<file path="config.mk">
export PLATFORM = sky130hd
export DESIGN_NAME = accumulator_machine_execute
export DESIGN_NICKNAME = d
export VERILOG_FILES = /design/src/sv/accu_pkg.sv /design/src/sv/accu_front.sv /design/src/sv/accu_fifo.sv /design/src/sv/accu_back.sv /design/src/sv/accumulator_machine_execute.sv
export VERILOG_INCLUDE_DIRS = /design/src /design/src/sv
export SDC_FILE = /design/constraint.sdc
export NUM_CORES = 2
export LEC_CHECK = 0
export BUFFER_PORTS_ARGS = -buffer_cell sky130_fd_sc_hd__buf_2
export CAP_MARGIN = 20
export CORE_ASPECT_RATIO = 1.75
export CORE_MARGIN = 4
export CORE_UTILIZATION = 59
export CTS_CLUSTER_DIAMETER = 40
export CTS_CLUSTER_SIZE = 16
export DETAILED_ROUTE_END_ITERATION = 16
export PLACE_DENSITY = 0.81
export SLEW_MARGIN = 30
export SYNTH_ARGS = -nofsm -noshare
export SYNTH_HDL_FRONTEND = slang
export SYNTH_SLANG_ARGS = --single-unit
</file>
<file path="constraint.sdc">
create_clock -name clk -period 15 [get_ports clk]
set_clock_uncertainty 0.05 [all_clocks]
set_input_delay 3 -clock clk [delete_from_list [all_inputs] [get_ports clk]]
set_output_delay 3 -clock clk [all_outputs]
set_load 0.005 [all_outputs]
</file>
<file path="src/sv/accumulator_machine_execute_defines.svh">
// ============================================================================
// Assertion macros for the accumulator machine
// Shared concurrent assertion forms, clocked on clk and disabled in reset.
// ============================================================================
`ifndef ACCUMULATOR_MACHINE_EXECUTE_DEFINES_SVH
`define ACCUMULATOR_MACHINE_EXECUTE_DEFINES_SVH

// Expression holds at every edge out of reset.
`define ACCU_ASSERT_HOLDS(lbl, expr, msg) \
    lbl: assert property (@(posedge clk) disable iff (!rst_n) (expr)) else $error(msg);

// Antecedent implies consequent in the same cycle.
`define ACCU_ASSERT_IMP(lbl, ante, cons, msg) \
    lbl: assert property (@(posedge clk) disable iff (!rst_n) (ante) |-> (cons)) \
        else $error(msg);

// Antecedent implies consequent in the next cycle.
`define ACCU_ASSERT_NEXT(lbl, ante, cons, msg) \
    lbl: assert property (@(posedge clk) disable iff (!rst_n) (ante) |=> (cons)) \
        else $error(msg);

`endif

</file>
<file path="src/sv/accu_pkg.sv">
// ============================================================================
// Accumulator machine package
// Types, codes and constants shared by the front end, queue and back end.
// ============================================================================
package accu_pkg;

    localparam int MEM_WORDS  = 100;
    localparam int MEM_AW     = $clog2(MEM_WORDS);
    localparam int QDEPTH     = 2;
    localparam int QPTR_W     = (QDEPTH > 1) ? $clog2(QDEPTH) : 1;
    localparam int QCNT_W     = $clog2(QDEPTH + 1);
    localparam int MAG_W      = 14;
    localparam int DIV_STEPS  = MAG_W;
    localparam int DCNT_W     = $clog2(DIV_STEPS + 1);

    localparam logic signed [14:0] WORD_MAX = 15'sd9999;
    localparam logic signed [14:0] WORD_MIN = -15'sd9999;

    typedef enum logic [2:0] {
        CMD_WRITE = 3'd0,
        CMD_READ  = 3'd1,
        CMD_LOAD  = 3'd2,
        CMD_STORE = 3'd3,
        CMD_ADD   = 3'd4,
        CMD_SUB   = 3'd5,
        CMD_DIV   = 3'd6,
        CMD_MUL   = 3'd7
    } cmd_t;

    typedef enum logic [1:0] {
        ST_OK       = 2'd0,
        ST_DIVZERO  = 2'd1,
        ST_OVERFLOW = 2'd2,
        ST_UNKNOWN  = 2'd3
    } status_t;

    // Classified instruction as held in the queue
    typedef struct packed {
        cmd_t               cmd;
        logic [6:0]         address;
        logic signed [14:0] value;
        logic               flagged;
        status_t            pre_status;
    } op_t;

    typedef struct packed {
        logic full;
        logic empty;
    } q_stat_t;

    typedef enum logic [2:0] {
        BK_IDLE,
        BK_EXEC,
        BK_MUL,
        BK_DIV,
        BK_DIVEND,
        BK_DONE
    } bk_state_t;

endpackage

</file>
<file path="src/sv/accu_front.sv">
// ============================================================================
// Accumulator machine front end
// Takes instruction beats and flags bad addresses and out-of-range values.
// ============================================================================
module accu_front
    import accu_pkg::*;
(
    input  logic        push,
    output logic        full,
    input  logic [2:0]  cmd,
    input  logic [6:0]  address,
    input  logic signed [14:0] value,
    input  q_stat_t     q_stat,
    output logic        q_wr_en,
    output op_t         q_wr_data
);

    logic addr_ok;
    logic val_ok;

    assign addr_ok = (32'(address) < 32'(MEM_WORDS));
    assign val_ok  = (value >= WORD_MIN) && (value <= WORD_MAX);

    assign full    = q_stat.full;
    assign q_wr_en = push && !q_stat.full;

    always_comb
    begin
        q_wr_data.cmd        = cmd_t'(cmd);
        q_wr_data.address    = address;
        q_wr_data.value      = value;
        q_wr_data.flagged    = !(addr_ok && val_ok);
        // address check takes priority over the value check
        if (!addr_ok)
        begin
            q_wr_data.pre_status = ST_UNKNOWN;
        end
        else if (!val_ok)
        begin
            q_wr_data.pre_status = ST_OVERFLOW;
        end
        else
        begin
            q_wr_data.pre_status = ST_OK;
        end
    end

endmodule

</file>
<file path="src/sv/accu_fifo.sv">
// ============================================================================
// Accumulator machine instruction queue
// Short register queue between the front end and the back end.
// ============================================================================
`include "accumulator_machine_execute_defines.svh"

module accu_fifo
    import accu_pkg::*;
(
    input  logic    clk,
    input  logic    rst_n,
    input  logic    wr_en,
    input  op_t     wr_data,
    input  logic    rd_en,
    output op_t     rd_data,
    output q_stat_t stat
);

    op_t               ent_reg [QDEPTH];
    logic [QPTR_W-1:0] wptr_reg, wptr_next;
    logic [QPTR_W-1:0] rptr_reg, rptr_next;
    logic [QCNT_W-1:0] cnt_reg, cnt_next;

    function automatic logic [QPTR_W-1:0] ptr_inc(input logic [QPTR_W-1:0] p);
        if (p == QPTR_W'(QDEPTH - 1))
        begin
            return '0;
        end
        return p + 1'b1;
    endfunction

    assign stat.full  = (cnt_reg == QCNT_W'(QDEPTH));
    assign stat.empty = (cnt_reg == '0);
    assign rd_data    = ent_reg[rptr_reg];

    always_comb
    begin
        wptr_next = wr_en ? ptr_inc(wptr_reg) : wptr_reg;
        rptr_next = rd_en ? ptr_inc(rptr_reg) : rptr_reg;
        cnt_next  = cnt_reg;
        if (wr_en && !rd_en)
        begin
            cnt_next = cnt_reg + 1'b1;
        end
        else if (rd_en && !wr_en)
        begin
            cnt_next = cnt_reg - 1'b1;
        end
    end

    always_ff @(posedge clk or negedge rst_n)
    begin
        if (!rst_n)
        begin
            wptr_reg <= '0;
            rptr_reg <= '0;
            cnt_reg  <= '0;
        end
        else
        begin
            wptr_reg <= wptr_next;
            rptr_reg <= rptr_next;
            cnt_reg  <= cnt_next;
        end
    end

    always_ff @(posedge clk)
    begin
        if (wr_en)
        begin
            ent_reg[wptr_reg] <= wr_data;
        end
    end

    `ACCU_ASSERT_IMP(a_no_write_full, wr_en, !stat.full, "queue written while full")
    `ACCU_ASSERT_IMP(a_no_read_empty, rd_en, !stat.empty, "queue read while empty")
    `ACCU_ASSERT_HOLDS(a_cnt_bound, cnt_reg <= QCNT_W'(QDEPTH), "queue count beyond depth")

endmodule

</file>
<file path="src/sv/accu_back.sv">
// ============================================================================
// Accumulator machine back end
// Word memory, accumulator, sequencer, serial divider and result slot.
// ============================================================================
`include "accumulator_machine_execute_defines.svh"

module accu_back
    import accu_pkg::*;
(
    input  logic               clk,
    input  logic               rst_n,
    input  q_stat_t            q_stat,
    input  op_t                q_head,
    output logic               q_pop,
    output logic               empty,
    input  logic               pop,
    output logic signed [14:0] read_data,
    output logic signed [14:0] accumulator,
    output logic [1:0]         status
);

    bk_state_t state_reg, state_next;

    // word memory with one valid bit per word; unwritten words read as zero
    logic signed [14:0] mem_array [MEM_WORDS];
    logic [MEM_WORDS-1:0] valid_reg;
    logic signed [14:0] rdata_reg;
    logic               rvalid_reg;
    logic               mem_rd_en;
    logic               mem_wr_en;
    logic signed [14:0] mem_wdata;
    logic [MEM_AW-1:0]  rd_idx;
    logic [MEM_AW-1:0]  wr_idx;
    logic signed [14:0] mword;

    op_t                op_reg, op_next;
    logic signed [14:0] acc_reg, acc_next;
    logic signed [29:0] prod_reg, prod_next;
    logic [MAG_W-1:0]   rem_reg, rem_next;
    logic [MAG_W-1:0]   quo_reg, quo_next;
    logic [MAG_W-1:0]   dvs_reg, dvs_next;
    logic               neg_reg, neg_next;
    logic [DCNT_W-1:0]  cnt_reg, cnt_next;
    logic signed [14:0] res_rd_reg, res_rd_next;
    status_t            res_st_reg, res_st_next;

    logic               out_valid_reg, out_valid_next;
    logic signed [14:0] out_rd_reg, out_rd_next;
    logic signed [14:0] out_acc_reg, out_acc_next;
    status_t            out_st_reg, out_st_next;

    logic pop_ok;
    logic slot_free;

    assign pop_ok    = pop && out_valid_reg;
    assign slot_free = !out_valid_reg || pop_ok;
    assign rd_idx    = MEM_AW'(q_head.address);
    assign wr_idx    = MEM_AW'(op_reg.address);
    assign mword     = rvalid_reg ? rdata_reg : '0;

    assign empty       = !out_valid_reg;
    assign read_data   = out_rd_reg;
    assign accumulator = out_acc_reg;
    assign status      = out_st_reg;

    // next state
    always_comb
    begin
        state_next = state_reg;
        case (state_reg)
            BK_IDLE:
            begin
                if (!q_stat.empty)
                begin
                    state_next = BK_EXEC;
                end
            end
            BK_EXEC:
            begin
                if (!op_reg.flagged && op_reg.cmd == CMD_MUL)
                begin
                    state_next = BK_MUL;
                end
                else if (!op_reg.flagged && op_reg.cmd == CMD_DIV && mword != '0)
                begin
                    state_next = BK_DIV;
                end
                else
                begin
                    state_next = BK_DONE;
                end
            end
            BK_MUL:
            begin
                state_next = BK_DONE;
            end
            BK_DIV:
            begin
                if (cnt_reg == DCNT_W'(1))
                begin
                    state_next = BK_DIVEND;
                end
            end
            BK_DIVEND:
            begin
                state_next = BK_DONE;
            end
            BK_DONE:
            begin
                if (slot_free)
                begin
                    state_next = BK_IDLE;
                end
            end
            default:
            begin
                state_next = BK_IDLE;
            end
        endcase
    end

    // datapath and strobes
    always_comb
    begin
        logic signed [15:0] sum;
        logic [MAG_W:0]     rem_sh;
        logic               ge;
        logic signed [14:0] qs;

        op_next   = op_reg;
        acc_next  = acc_reg;
        prod_next = prod_reg;
        rem_next  = rem_reg;
        quo_next  = quo_reg;
        dvs_next  = dvs_reg;
        neg_next  = neg_reg;
        cnt_next  = cnt_reg;
        res_rd_next = res_rd_reg;
        res_st_next = res_st_reg;
        out_valid_next = out_valid_reg && !pop_ok;
        out_rd_next  = out_rd_reg;
        out_acc_next = out_acc_reg;
        out_st_next  = out_st_reg;
        q_pop     = 1'b0;
        mem_rd_en = 1'b0;
        mem_wr_en = 1'b0;
        mem_wdata = op_reg.value;
        sum    = '0;
        rem_sh = '0;
        ge     = 1'b0;
        qs     = '0;

        case (state_reg)
            BK_IDLE:
            begin
                if (!q_stat.empty)
                begin
                    q_pop     = 1'b1;
                    op_next   = q_head;
                    mem_rd_en = !q_head.flagged;
                end
            end
            BK_EXEC:
            begin
                res_rd_next = '0;
                res_st_next = ST_OK;
                if (op_reg.flagged)
                begin
                    res_st_next = op_reg.pre_status;
                end
                else
                begin
                    case (op_reg.cmd)
                        CMD_WRITE:
                        begin
                            mem_wr_en = 1'b1;
                            mem_wdata = op_reg.value;
                        end
                        CMD_READ:
                        begin
                            res_rd_next = mword;
                        end
                        CMD_LOAD:
                        begin
                            acc_next = mword;
                        end
                        CMD_STORE:
                        begin
                            mem_wr_en = 1'b1;
                            mem_wdata = acc_reg;
                        end
                        CMD_ADD, CMD_SUB:
                        begin
                            if (op_reg.cmd == CMD_ADD)
                            begin
                                sum = 16'(acc_reg) + 16'(mword);
                            end
                            else
                            begin
                                sum = 16'(acc_reg) - 16'(mword);
                            end
                            if (sum >= 16'(WORD_MIN) && sum <= 16'(WORD_MAX))
                            begin
                                acc_next = 15'(sum);
                            end
                            else
                            begin
                                res_st_next = ST_OVERFLOW;
                            end
                        end
                        CMD_MUL:
                        begin
                            prod_next = 30'(acc_reg) * 30'(mword);
                        end
                        CMD_DIV:
                        begin
                            if (mword == '0)
                            begin
                                res_st_next = ST_DIVZERO;
                            end
                            else
                            begin
                                quo_next = acc_reg[14] ? MAG_W'(-acc_reg) : acc_reg[MAG_W-1:0];
                                dvs_next = mword[14] ? MAG_W'(-mword) : mword[MAG_W-1:0];
                                rem_next = '0;
                                neg_next = acc_reg[14] ^ mword[14];
                                cnt_next = DCNT_W'(DIV_STEPS);
                            end
                        end
                        default:
                        begin
                            res_st_next = ST_UNKNOWN;
                        end
                    endcase
                end
            end
            BK_MUL:
            begin
                if (prod_reg >= 30'(WORD_MIN) && prod_reg <= 30'(WORD_MAX))
                begin
                    acc_next = 15'(prod_reg);
                end
                else
                begin
                    res_st_next = ST_OVERFLOW;
                end
            end
            BK_DIV:
            begin
                // restoring step, one quotient bit a cycle
                rem_sh   = {rem_reg, quo_reg[MAG_W-1]};
                ge       = (rem_sh >= {1'b0, dvs_reg});
                rem_next = ge ? MAG_W'(rem_sh - {1'b0, dvs_reg}) : MAG_W'(rem_sh);
                quo_next = {quo_reg[MAG_W-2:0], ge};
                cnt_next = cnt_reg - 1'b1;
            end
            BK_DIVEND:
            begin
                qs       = signed'({1'b0, quo_reg});
                acc_next = neg_reg ? -qs : qs;
            end
            BK_DONE:
            begin
                if (slot_free)
                begin
                    out_valid_next = 1'b1;
                    out_rd_next    = res_rd_reg;
                    out_acc_next   = acc_reg;
                    out_st_next    = res_st_reg;
                end
            end
            default:
            begin
            end
        endcase
    end

    always_ff @(posedge clk or negedge rst_n)
    begin
        if (!rst_n)
        begin
            state_reg     <= BK_IDLE;
            acc_reg       <= '0;
            out_valid_reg <= 1'b0;
            valid_reg     <= '0;
        end
        else
        begin
            state_reg     <= state_next;
            acc_reg       <= acc_next;
            out_valid_reg <= out_valid_next;
            if (mem_wr_en)
            begin
                valid_reg[wr_idx] <= 1'b1;
            end
        end
    end

    always_ff @(posedge clk)
    begin
        op_reg      <= op_next;
        prod_reg    <= prod_next;
        rem_reg     <= rem_next;
        quo_reg     <= quo_next;
        dvs_reg     <= dvs_next;
        neg_reg     <= neg_next;
        cnt_reg     <= cnt_next;
        res_rd_reg  <= res_rd_next;
        res_st_reg  <= res_st_next;
        out_rd_reg  <= out_rd_next;
        out_acc_reg <= out_acc_next;
        out_st_reg  <= out_st_next;
    end

    always_ff @(posedge clk)
    begin
        if (mem_wr_en)
        begin
            mem_array[wr_idx] <= mem_wdata;
        end
        if (mem_rd_en)
        begin
            rdata_reg  <= mem_array[rd_idx];
            rvalid_reg <= valid_reg[rd_idx];
        end
    end

    `ACCU_ASSERT_HOLDS(a_acc_range, acc_reg >= WORD_MIN && acc_reg <= WORD_MAX, "acc out of range")
    `ACCU_ASSERT_IMP(a_div_cnt, state_reg == BK_DIV, cnt_reg != '0, "divider ran past last step")
    `ACCU_ASSERT_NEXT(a_done_loads, state_reg == BK_DONE && !out_valid_reg, out_valid_reg, "result slot not loaded")
    `ACCU_ASSERT_IMP(a_wr_clean, mem_wr_en, !op_reg.flagged && state_reg == BK_EXEC, "flagged op wrote memory")

endmodule

</file>
<file path="src/sv/accumulator_machine_execute.sv">
// ============================================================================
// Accumulator machine execute unit
// Decimal-word accumulator machine, one instruction per beat, 100-word memory.
// ============================================================================
// Each input beat is one instruction (write, read, load, store, add, subtract,
// divide, multiply) and gives exactly one result beat carrying the read word,
// the accumulator after the instruction and a status code. Items are worked
// one at a time by the back end: write, read, load, store, add, subtract,
// divide by a zero word and any flagged instruction pass straight from the
// execute step to the result slot, multiply goes through the registered 15x15
// multiplier and then a range check, and divide by a nonzero word runs the
// serial restoring divider that produces one quotient bit per cycle over 14
// magnitude bits.
// A two-beat instruction queue sits between the front end and the back end,
// and a single result register parts the back end from the result side, so
// instructions are taken while a result waits to be popped. Memory words
// read as zero until first written; there is no clearing pass after reset.
// ============================================================================
module accumulator_machine_execute
    import accu_pkg::*;
(
    input  logic               clk,
    input  logic               rst_n,
    // instruction side
    input  logic               push,
    output logic               full,
    input  logic [2:0]         cmd,
    input  logic [6:0]         address,
    input  logic signed [14:0] value,
    // result side
    output logic               empty,
    input  logic               pop,
    output logic signed [14:0] read_data,
    output logic signed [14:0] accumulator,
    output logic [1:0]         status
);

    // front end to queue
    logic    q_wr_en;
    op_t     q_wr_data;
    // queue to back end
    logic    q_pop;
    op_t     q_head;
    q_stat_t q_stat;

    // classification: address and value range checks
    accu_front u_front (
        .push      (push),
        .full      (full),
        .cmd       (cmd),
        .address   (address),
        .value     (value),
        .q_stat    (q_stat),
        .q_wr_en   (q_wr_en),
        .q_wr_data (q_wr_data)
    );

    // decouples instruction intake from execution
    accu_fifo u_fifo (
        .clk     (clk),
        .rst_n   (rst_n),
        .wr_en   (q_wr_en),
        .wr_data (q_wr_data),
        .rd_en   (q_pop),
        .rd_data (q_head),
        .stat    (q_stat)
    );

    // execution: memory, accumulator, multiplier, divider, result register
    accu_back u_back (
        .clk         (clk),
        .rst_n       (rst_n),
        .q_stat      (q_stat),
        .q_head      (q_head),
        .q_pop       (q_pop),
        .empty       (empty),
        .pop         (pop),
        .read_data   (read_data),
        .accumulator (accumulator),
        .status      (status)
    );

endmodule
</file>
==> metrics.txt <==
# TYPE chip_impl_metric gauge
chip_impl_metric{name="dieArea",unit="µm²"} 150000
chip_impl_metric{name="edff_count_synth",unit=""} 1723
chip_impl_metric{name="footprint_of_the_multi_input_gates",unit="µm²"} 27250
chip_impl_metric{name="first_global_vias",unit=""} 57900
chip_impl_metric{name="synth_seq_area_share",unit=""} 0.6470
chip_impl_metric{name="final_cells",unit=""} 9002
chip_impl_metric{name="worst-endpoint-required",unit="ns"} 15.48
chip_impl_metric{name="clock_sink_count",unit=""} 1846
chip_impl_metric{name="drt-pass1-iter-count",unit=""} 8
chip_impl_metric{name="cap_viol_max_count",unit=""} 0
chip_impl_info{name="setup.worst_path.class",value="reg -> reg"} 1
chip_impl_metric{name="floorplan.initialDensity",unit=""} 0.5949
chip_impl_info{name="worstSetupStartpoint",value="u_back.rvalid_reg$_DFFE_PP_"} 1
chip_impl_metric{name="first_pass_grt_wire_length",unit="mm"} 352.3
chip_impl_metric{name="synthesis.area_per_instance",unit="µm²"} 11.96
chip_impl_metric{name="floorplan.die.height",unit="µm"} 509.3
chip_impl_metric{name="report.final.setup_viol",unit=""} 0
chip_impl_metric{name="mappedNetlistArea",unit="µm²"} 84720
chip_impl_metric{name="comb_power_share",unit=""} 0.482
chip_impl_info{name="regToRegStartpoint",value="u_back.rvalid_reg$_DFFE_PP_"} 1
chip_impl_metric{name="critical_path_s_largest_stage_delay",unit="ns"} 0.91
chip_impl_info{name="ys_dominant_reg_cell",value="sky130_fd_sc_hd__edfxtp_1"} 1
chip_impl_info{name="cts_tree",value="built"} 1
chip_impl_metric{name="post_cts_hold_buffer_count",unit=""} 0
chip_impl_metric{name="dr_total_vias",unit=""} 58090
chip_impl_info{name="worstSetupStartpointType",value="flip-flop"} 1
chip_impl_metric{name="power_report.internal_total",unit="µW"} 11590
chip_impl_metric{name="globalplace.congestion",unit=""} 0.9618
chip_impl_info{name="critPathTopFamily",value="adder cells"} 1
chip_impl_info{name="crit_chain",value="buf_4 > buf_4 > and2_0 > nand2_1 > fa_1 > inv_1 > fa_1 > fa_1 > fa_1 > fa_1 > inv_1 > fa_1 > inv_1 > ha_1 > and4_1 > o2111ai_1 > a31oi_1 > a41oi_1 > a211oi_1 > o21a_1 > nor2_1 > xnor2_1"} 1
chip_impl_metric{name="timing.fmax",unit="GHz"} 0.1277
chip_impl_metric{name="areaGrowthSynthToFinish",unit="%"} 8.553
chip_impl_metric{name="drc",unit=""} 0
chip_impl_metric{name="synth_warnings",unit=""} 0
chip_impl_metric{name="power.share.clock",unit=""} 0.187
chip_impl_metric{name="core-area",unit="µm²"} 142400
chip_impl_metric{name="cts-htree-levels",unit=""} 4
chip_impl_metric{name="worstPathMaxFanout",unit=""} 67
chip_impl_info{name="cp_slowest_cell",value="sky130_fd_sc_hd__and2_0"} 1
chip_impl_metric{name="fillers",unit=""} 10020
chip_impl_info{name="status",value="finished, final reports clean"} 1
chip_impl_metric{name="postSynthNetCount",unit=""} 7457
chip_impl_metric{name="wl_per_cell",unit="µm"} 26.32
chip_impl_metric{name="maximum_number_of_pins_on_one_net_before_global_route_repair",unit=""} 194
chip_impl_metric{name="postRouteAntennaNets",unit=""} 0
chip_impl_metric{name="rr_worst_depth",unit=""} 22
chip_impl_metric{name="worstMarginPinSlew",unit="ns"} 1.111
chip_impl_metric{name="irDropWorstVdd",unit="mV"} 0.2728
chip_impl_metric{name="cts_inserted_buffers",unit=""} 143
chip_impl_metric{name="power_density",unit="nW/µm²"} 218.3
chip_impl_metric{name="totalNegativeSetupSlack",unit="ns"} 0
chip_impl_metric{name="report.final.hold_viol_count",unit=""} 0
chip_impl_metric{name="p_seq_frac",unit=""} 0.332
chip_impl_metric{name="dp_cells",unit=""} 8730
chip_impl_metric{name="worst_slew_margin",unit=""} 0.2592
chip_impl_metric{name="synth_cells",unit=""} 7086
chip_impl_metric{name="clock_tree.buffer_depth",unit=""} 3
chip_impl_metric{name="io_buffers",unit=""} 62
chip_impl_info{name="cts_root_buffer",value="sky130_fd_sc_hd__clkbuf_16"} 1
chip_impl_metric{name="timing.critical_path.buf_inv",unit=""} 5
chip_impl_metric{name="postLayoutSetupSlackWorst",unit="ns"} 7.169
chip_impl_metric{name="worstSkewPairLatency",unit="ns"} 0.80
chip_impl_metric{name="path_depth",unit=""} 22
chip_impl_metric{name="final_nets",unit=""} 7398
chip_impl_metric{name="die_w",unit="µm"} 294.5
chip_impl_metric{name="hold_path_depth",unit=""} 0
chip_impl_metric{name="seqCellArea",unit="µm²"} 54820
chip_impl_metric{name="critPathArrivalTime",unit="ns"} 8.32
chip_impl_info{name="hold_start",value="u_back.res_rd_reg[9]$_SDFFCE_PP0P_"} 1
chip_impl_metric{name="regToRegSetupSlack",unit="ns"} 7.17
chip_impl_metric{name="drt_wl_total",unit="mm"} 236.9
chip_impl_metric{name="yosysUniqueCellTypes",unit=""} 86
chip_impl_metric{name="grtUsageTotal",unit=""} 0.3133
chip_impl_metric{name="async_reset_ff_frac",unit=""} 0.06663
chip_impl_metric{name="design.portCount",unit=""} 63
chip_impl_info{name="rsz_0062_raised_after_global_routing",value="no"} 1
chip_impl_metric{name="min_clock_period_post_route",unit="ns"} 7.831
chip_impl_info{name="worstHoldEndpoint",value="u_back.read_data[9]$_DFFE_PP_"} 1
chip_impl_info{name="timing.critical_path.mode_cell",value="sky130_fd_sc_hd__fa_1"} 1
chip_impl_metric{name="net-switching-power",unit="µW"} 8482
chip_impl_metric{name="dp_hpwl",unit="mm"} 148.9
chip_impl_metric{name="final_layout_size_suffix_gt1_frac",unit=""} 0.09064
chip_impl_metric{name="post_route_fraction_of_the_period_consumed_by_the_critical_path",unit=""} 0.5221
chip_impl_metric{name="timing.final.max_slew_violations",unit=""} 0
chip_impl_metric{name="antenna_found_initial",unit=""} 3
chip_impl_info{name="regToRegEndpoint",value="u_back.prod_reg[27]$_DFFE_PP_"} 1
chip_impl_metric{name="post-place-ws",unit="ns"} 7.243
chip_impl_metric{name="swShare",unit=""} 0.4225
chip_impl_metric{name="post-cts-setup-buffers",unit=""} 0
chip_impl_metric{name="synth-seq-cells",unit=""} 1846
chip_impl_metric{name="detail_route.iter0.violations",unit=""} 7735
chip_impl_metric{name="ctsResizeCount",unit=""} 0
chip_impl_metric{name="grt_remaining_overflow",unit=""} 0
chip_impl_metric{name="total_leakage_power",unit="µW"} 0.03453
chip_impl_info{name="worstHoldPathType",value="reg -> reg"} 1
chip_impl_metric{name="placementRows",unit=""} 183
chip_impl_metric{name="viasPerCell",unit=""} 6.452
chip_impl_metric{name="path_clk_slew",unit="ns"} 0.07
chip_impl_metric{name="flip_flop_count_of_the_largest_register_all_copies_and_words_added",unit=""} 1500
chip_impl_info{name="critPathCaptureType",value="flip-flop"} 1
[worst register-to-register path: stages, from the launching register on]
cell,delay (ns)
sky130_fd_sc_hd__edfxtp_1,0.35
sky130_fd_sc_hd__buf_4,0.37
sky130_fd_sc_hd__buf_4,0.53
sky130_fd_sc_hd__and2_0,0.92
sky130_fd_sc_hd__nand2_1,0.20
sky130_fd_sc_hd__fa_1,0.57
sky130_fd_sc_hd__inv_1,0.08
sky130_fd_sc_hd__fa_1,0.57
sky130_fd_sc_hd__fa_1,0.44
sky130_fd_sc_hd__fa_1,0.47
sky130_fd_sc_hd__fa_1,0.49
sky130_fd_sc_hd__inv_1,0.05
sky130_fd_sc_hd__fa_1,0.47
sky130_fd_sc_hd__inv_1,0.04
sky130_fd_sc_hd__ha_1,0.36
sky130_fd_sc_hd__and4_1,0.26
sky130_fd_sc_hd__o2111ai_1,0.19
sky130_fd_sc_hd__a31oi_1,0.38
sky130_fd_sc_hd__a41oi_1,0.20
sky130_fd_sc_hd__a211oi_1,0.30
sky130_fd_sc_hd__o21a_1,0.16
sky130_fd_sc_hd__nor2_1,0.05
sky130_fd_sc_hd__xnor2_1,0.12
[layer usage]
| metal | vias to the layer above | track usage | routed length (µm) |
|---|---|---|---|
| li1 | 25010 | - | - |
| met1 | 28450 | 0.3567 | 76080 |
| met2 | 3739 | 0.5284 | 117600 |
| met3 | 887 | 0.05248 | 21350 |
| met4 | 0 | 0.2430 | 21900 |
| met5 | - | 0 | 0 |
[power groups by stage]
| stage | clock network [µW] | registers [µW] | logic (µW) |
|---|---|---|---|
| after floorplan | 0 | 6660 | 6480 |
| after global placement | 0 | 6750 | 9150 |
| after detailed placement | 0 | 6760 | 9440 |
| after CTS | 3770 | 6650 | 9500 |
| after global routing | 3980 | 6670 | 10500 |
| final | 3750 | 6660 | 9670 |
[final cells by class]
cell class | count | share of cell area
Timing Repair Buffer | 248 | 0.02030
Clock inverter | 35 | 0.004245
Tap cell | 1850 | 0.02517
Inverter | 313 | 0.01297
Sequential cell | 1846 | 0.5961
Antenna cell | 3 | 0.00008163
Clock buffer | 232 | 0.04483
Multi-Input combinational cell | 4475 | 0.2963
[per-stage QoR]
step	hold slack [ns]	instance area [µm²]	utilization	power (µW)
6_report	0.3633	91970	0.6457	20070
5_1_grt	0.3682	91960	0.6457	21150
4_1_cts	0.3604	91870	0.6450	19920
3_5_place_dp	0.3545	87350	0.6134	16200
3_3_place_gp	0.3516	87280	0.6128	15900
2_1_floorplan	0.3503	84720	-	13140
[worst max-delay path by stage]
stage | end | slack, ns
global placement | u_back.prod_reg[27]$_DFFE_PP_ | 7.37
finish | u_back.prod_reg[27]$_DFFE_PP_ | 7.17
CTS | u_back.prod_reg[27]$_DFFE_PP_ | 7.23
global route | u_back.prod_reg[29]$_DFFE_PP_ | 6.81
detailed placement | u_back.prod_reg[29]$_DFFE_PP_ | 7.24
floorplan | u_back.mem_array[0][0]$_DFFE_PP_ | 8.12
[cells in the mapped netlist, types with 4 or more instances]
cell | number | area share
sky130_fd_sc_hd__a211oi_1 | 22 | 0.0019
sky130_fd_sc_hd__a21boi_0 | 4 | 0.00035
sky130_fd_sc_hd__a21o_1 | 30 | 0.0027
sky130_fd_sc_hd__a21oi_1 | 124 | 0.0073
sky130_fd_sc_hd__a221oi_1 | 4 | 0.00041
sky130_fd_sc_hd__a22oi_1 | 13 | 0.0012
sky130_fd_sc_hd__a311oi_1 | 256 | 0.026
sky130_fd_sc_hd__a31oi_1 | 41 | 0.0030
sky130_fd_sc_hd__and2_1 | 9 | 0.00066
sky130_fd_sc_hd__and3_1 | 184 | 0.014
sky130_fd_sc_hd__buf_1 | 63 | 0.0028
sky130_fd_sc_hd__buf_2 | 29 | 0.0017
sky130_fd_sc_hd__clkbuf_1 | 354 | 0.016
sky130_fd_sc_hd__dfrtp_1 | 123 | 0.036
sky130_fd_sc_hd__edfxtp_1 | 1723 | 0.61
sky130_fd_sc_hd__fa_1 | 224 | 0.053
sky130_fd_sc_hd__ha_1 | 118 | 0.017
sky130_fd_sc_hd__inv_1 | 310 | 0.014
sky130_fd_sc_hd__mux2_2 | 38 | 0.0051
sky130_fd_sc_hd__mux2_4 | 8 | 0.0014
sky130_fd_sc_hd__mux2i_1 | 21 | 0.0025
sky130_fd_sc_hd__nand2_1 | 1802 | 0.080
sky130_fd_sc_hd__nand2b_1 | 13 | 0.00096
sky130_fd_sc_hd__nand3_1 | 825 | 0.049
sky130_fd_sc_hd__nand3b_1 | 5 | 0.00044
sky130_fd_sc_hd__nand4_1 | 16 | 0.0012
sky130_fd_sc_hd__nor2_1 | 264 | 0.012
sky130_fd_sc_hd__nor2b_1 | 10 | 0.00074
sky130_fd_sc_hd__nor3_1 | 37 | 0.0022
sky130_fd_sc_hd__nor4_1 | 11 | 0.00081
sky130_fd_sc_hd__o211ai_1 | 7 | 0.00062
sky130_fd_sc_hd__o21a_1 | 14 | 0.0012
sky130_fd_sc_hd__o21ai_0 | 66 | 0.0039
sky130_fd_sc_hd__o21ai_1 | 6 | 0.00035
sky130_fd_sc_hd__o311a_1 | 4 | 0.00047
sky130_fd_sc_hd__o31ai_1 | 14 | 0.0012
sky130_fd_sc_hd__or2_2 | 105 | 0.0078
sky130_fd_sc_hd__or3_1 | 11 | 0.00081
sky130_fd_sc_hd__or4_1 | 6 | 0.00053
sky130_fd_sc_hd__xnor2_1 | 70 | 0.0072
sky130_fd_sc_hd__xor2_1 | 31 | 0.0032
[placed cells by master (no fill, tap or decap), types with 15 or more instances in the layout]
cell	n
sky130_fd_sc_hd__nand2_1	1802
sky130_fd_sc_hd__edfxtp_1	1723
sky130_fd_sc_hd__nand3_1	825
sky130_fd_sc_hd__inv_1	309
sky130_fd_sc_hd__a311oi_1	252
sky130_fd_sc_hd__nor2_1	246
sky130_fd_sc_hd__fa_1	224
sky130_fd_sc_hd__and3_1	184
sky130_fd_sc_hd__buf_4	171
sky130_fd_sc_hd__clkbuf_16	151
sky130_fd_sc_hd__a21oi_1	123
sky130_fd_sc_hd__dfrtp_1	122
sky130_fd_sc_hd__ha_1	118
sky130_fd_sc_hd__or2_2	105
sky130_fd_sc_hd__clkbuf_1	77
sky130_fd_sc_hd__xnor2_1	70
sky130_fd_sc_hd__o21ai_0	63
sky130_fd_sc_hd__buf_2	61
sky130_fd_sc_hd__a31oi_1	41
sky130_fd_sc_hd__nor3_1	37
sky130_fd_sc_hd__xor2_1	31
sky130_fd_sc_hd__a21o_1	30
sky130_fd_sc_hd__mux2_2	26
sky130_fd_sc_hd__a211oi_1	22
sky130_fd_sc_hd__mux2_4	20
sky130_fd_sc_hd__nand4_1	16
sky130_fd_sc_hd__mux2i_1	15
[cell families (layout without fill, tap and decap cells)]
kind of cell,count (synthesis),in the layout,share of synthesized area
AOI/OAI and AO/OA,642,642,0.05574
xor gates and xnor gates,101,101,0.01044
adders and majority gates,342,342,0.07036
buffers and inverters,765,828,0.03469
DFF,1846,1846,0.6470
muxes,68,68,0.009112
other,0,3,0
and+or+nand+nor,3322,3322,0.1726
No activity file was read; power rests on OpenSTA's default activity.
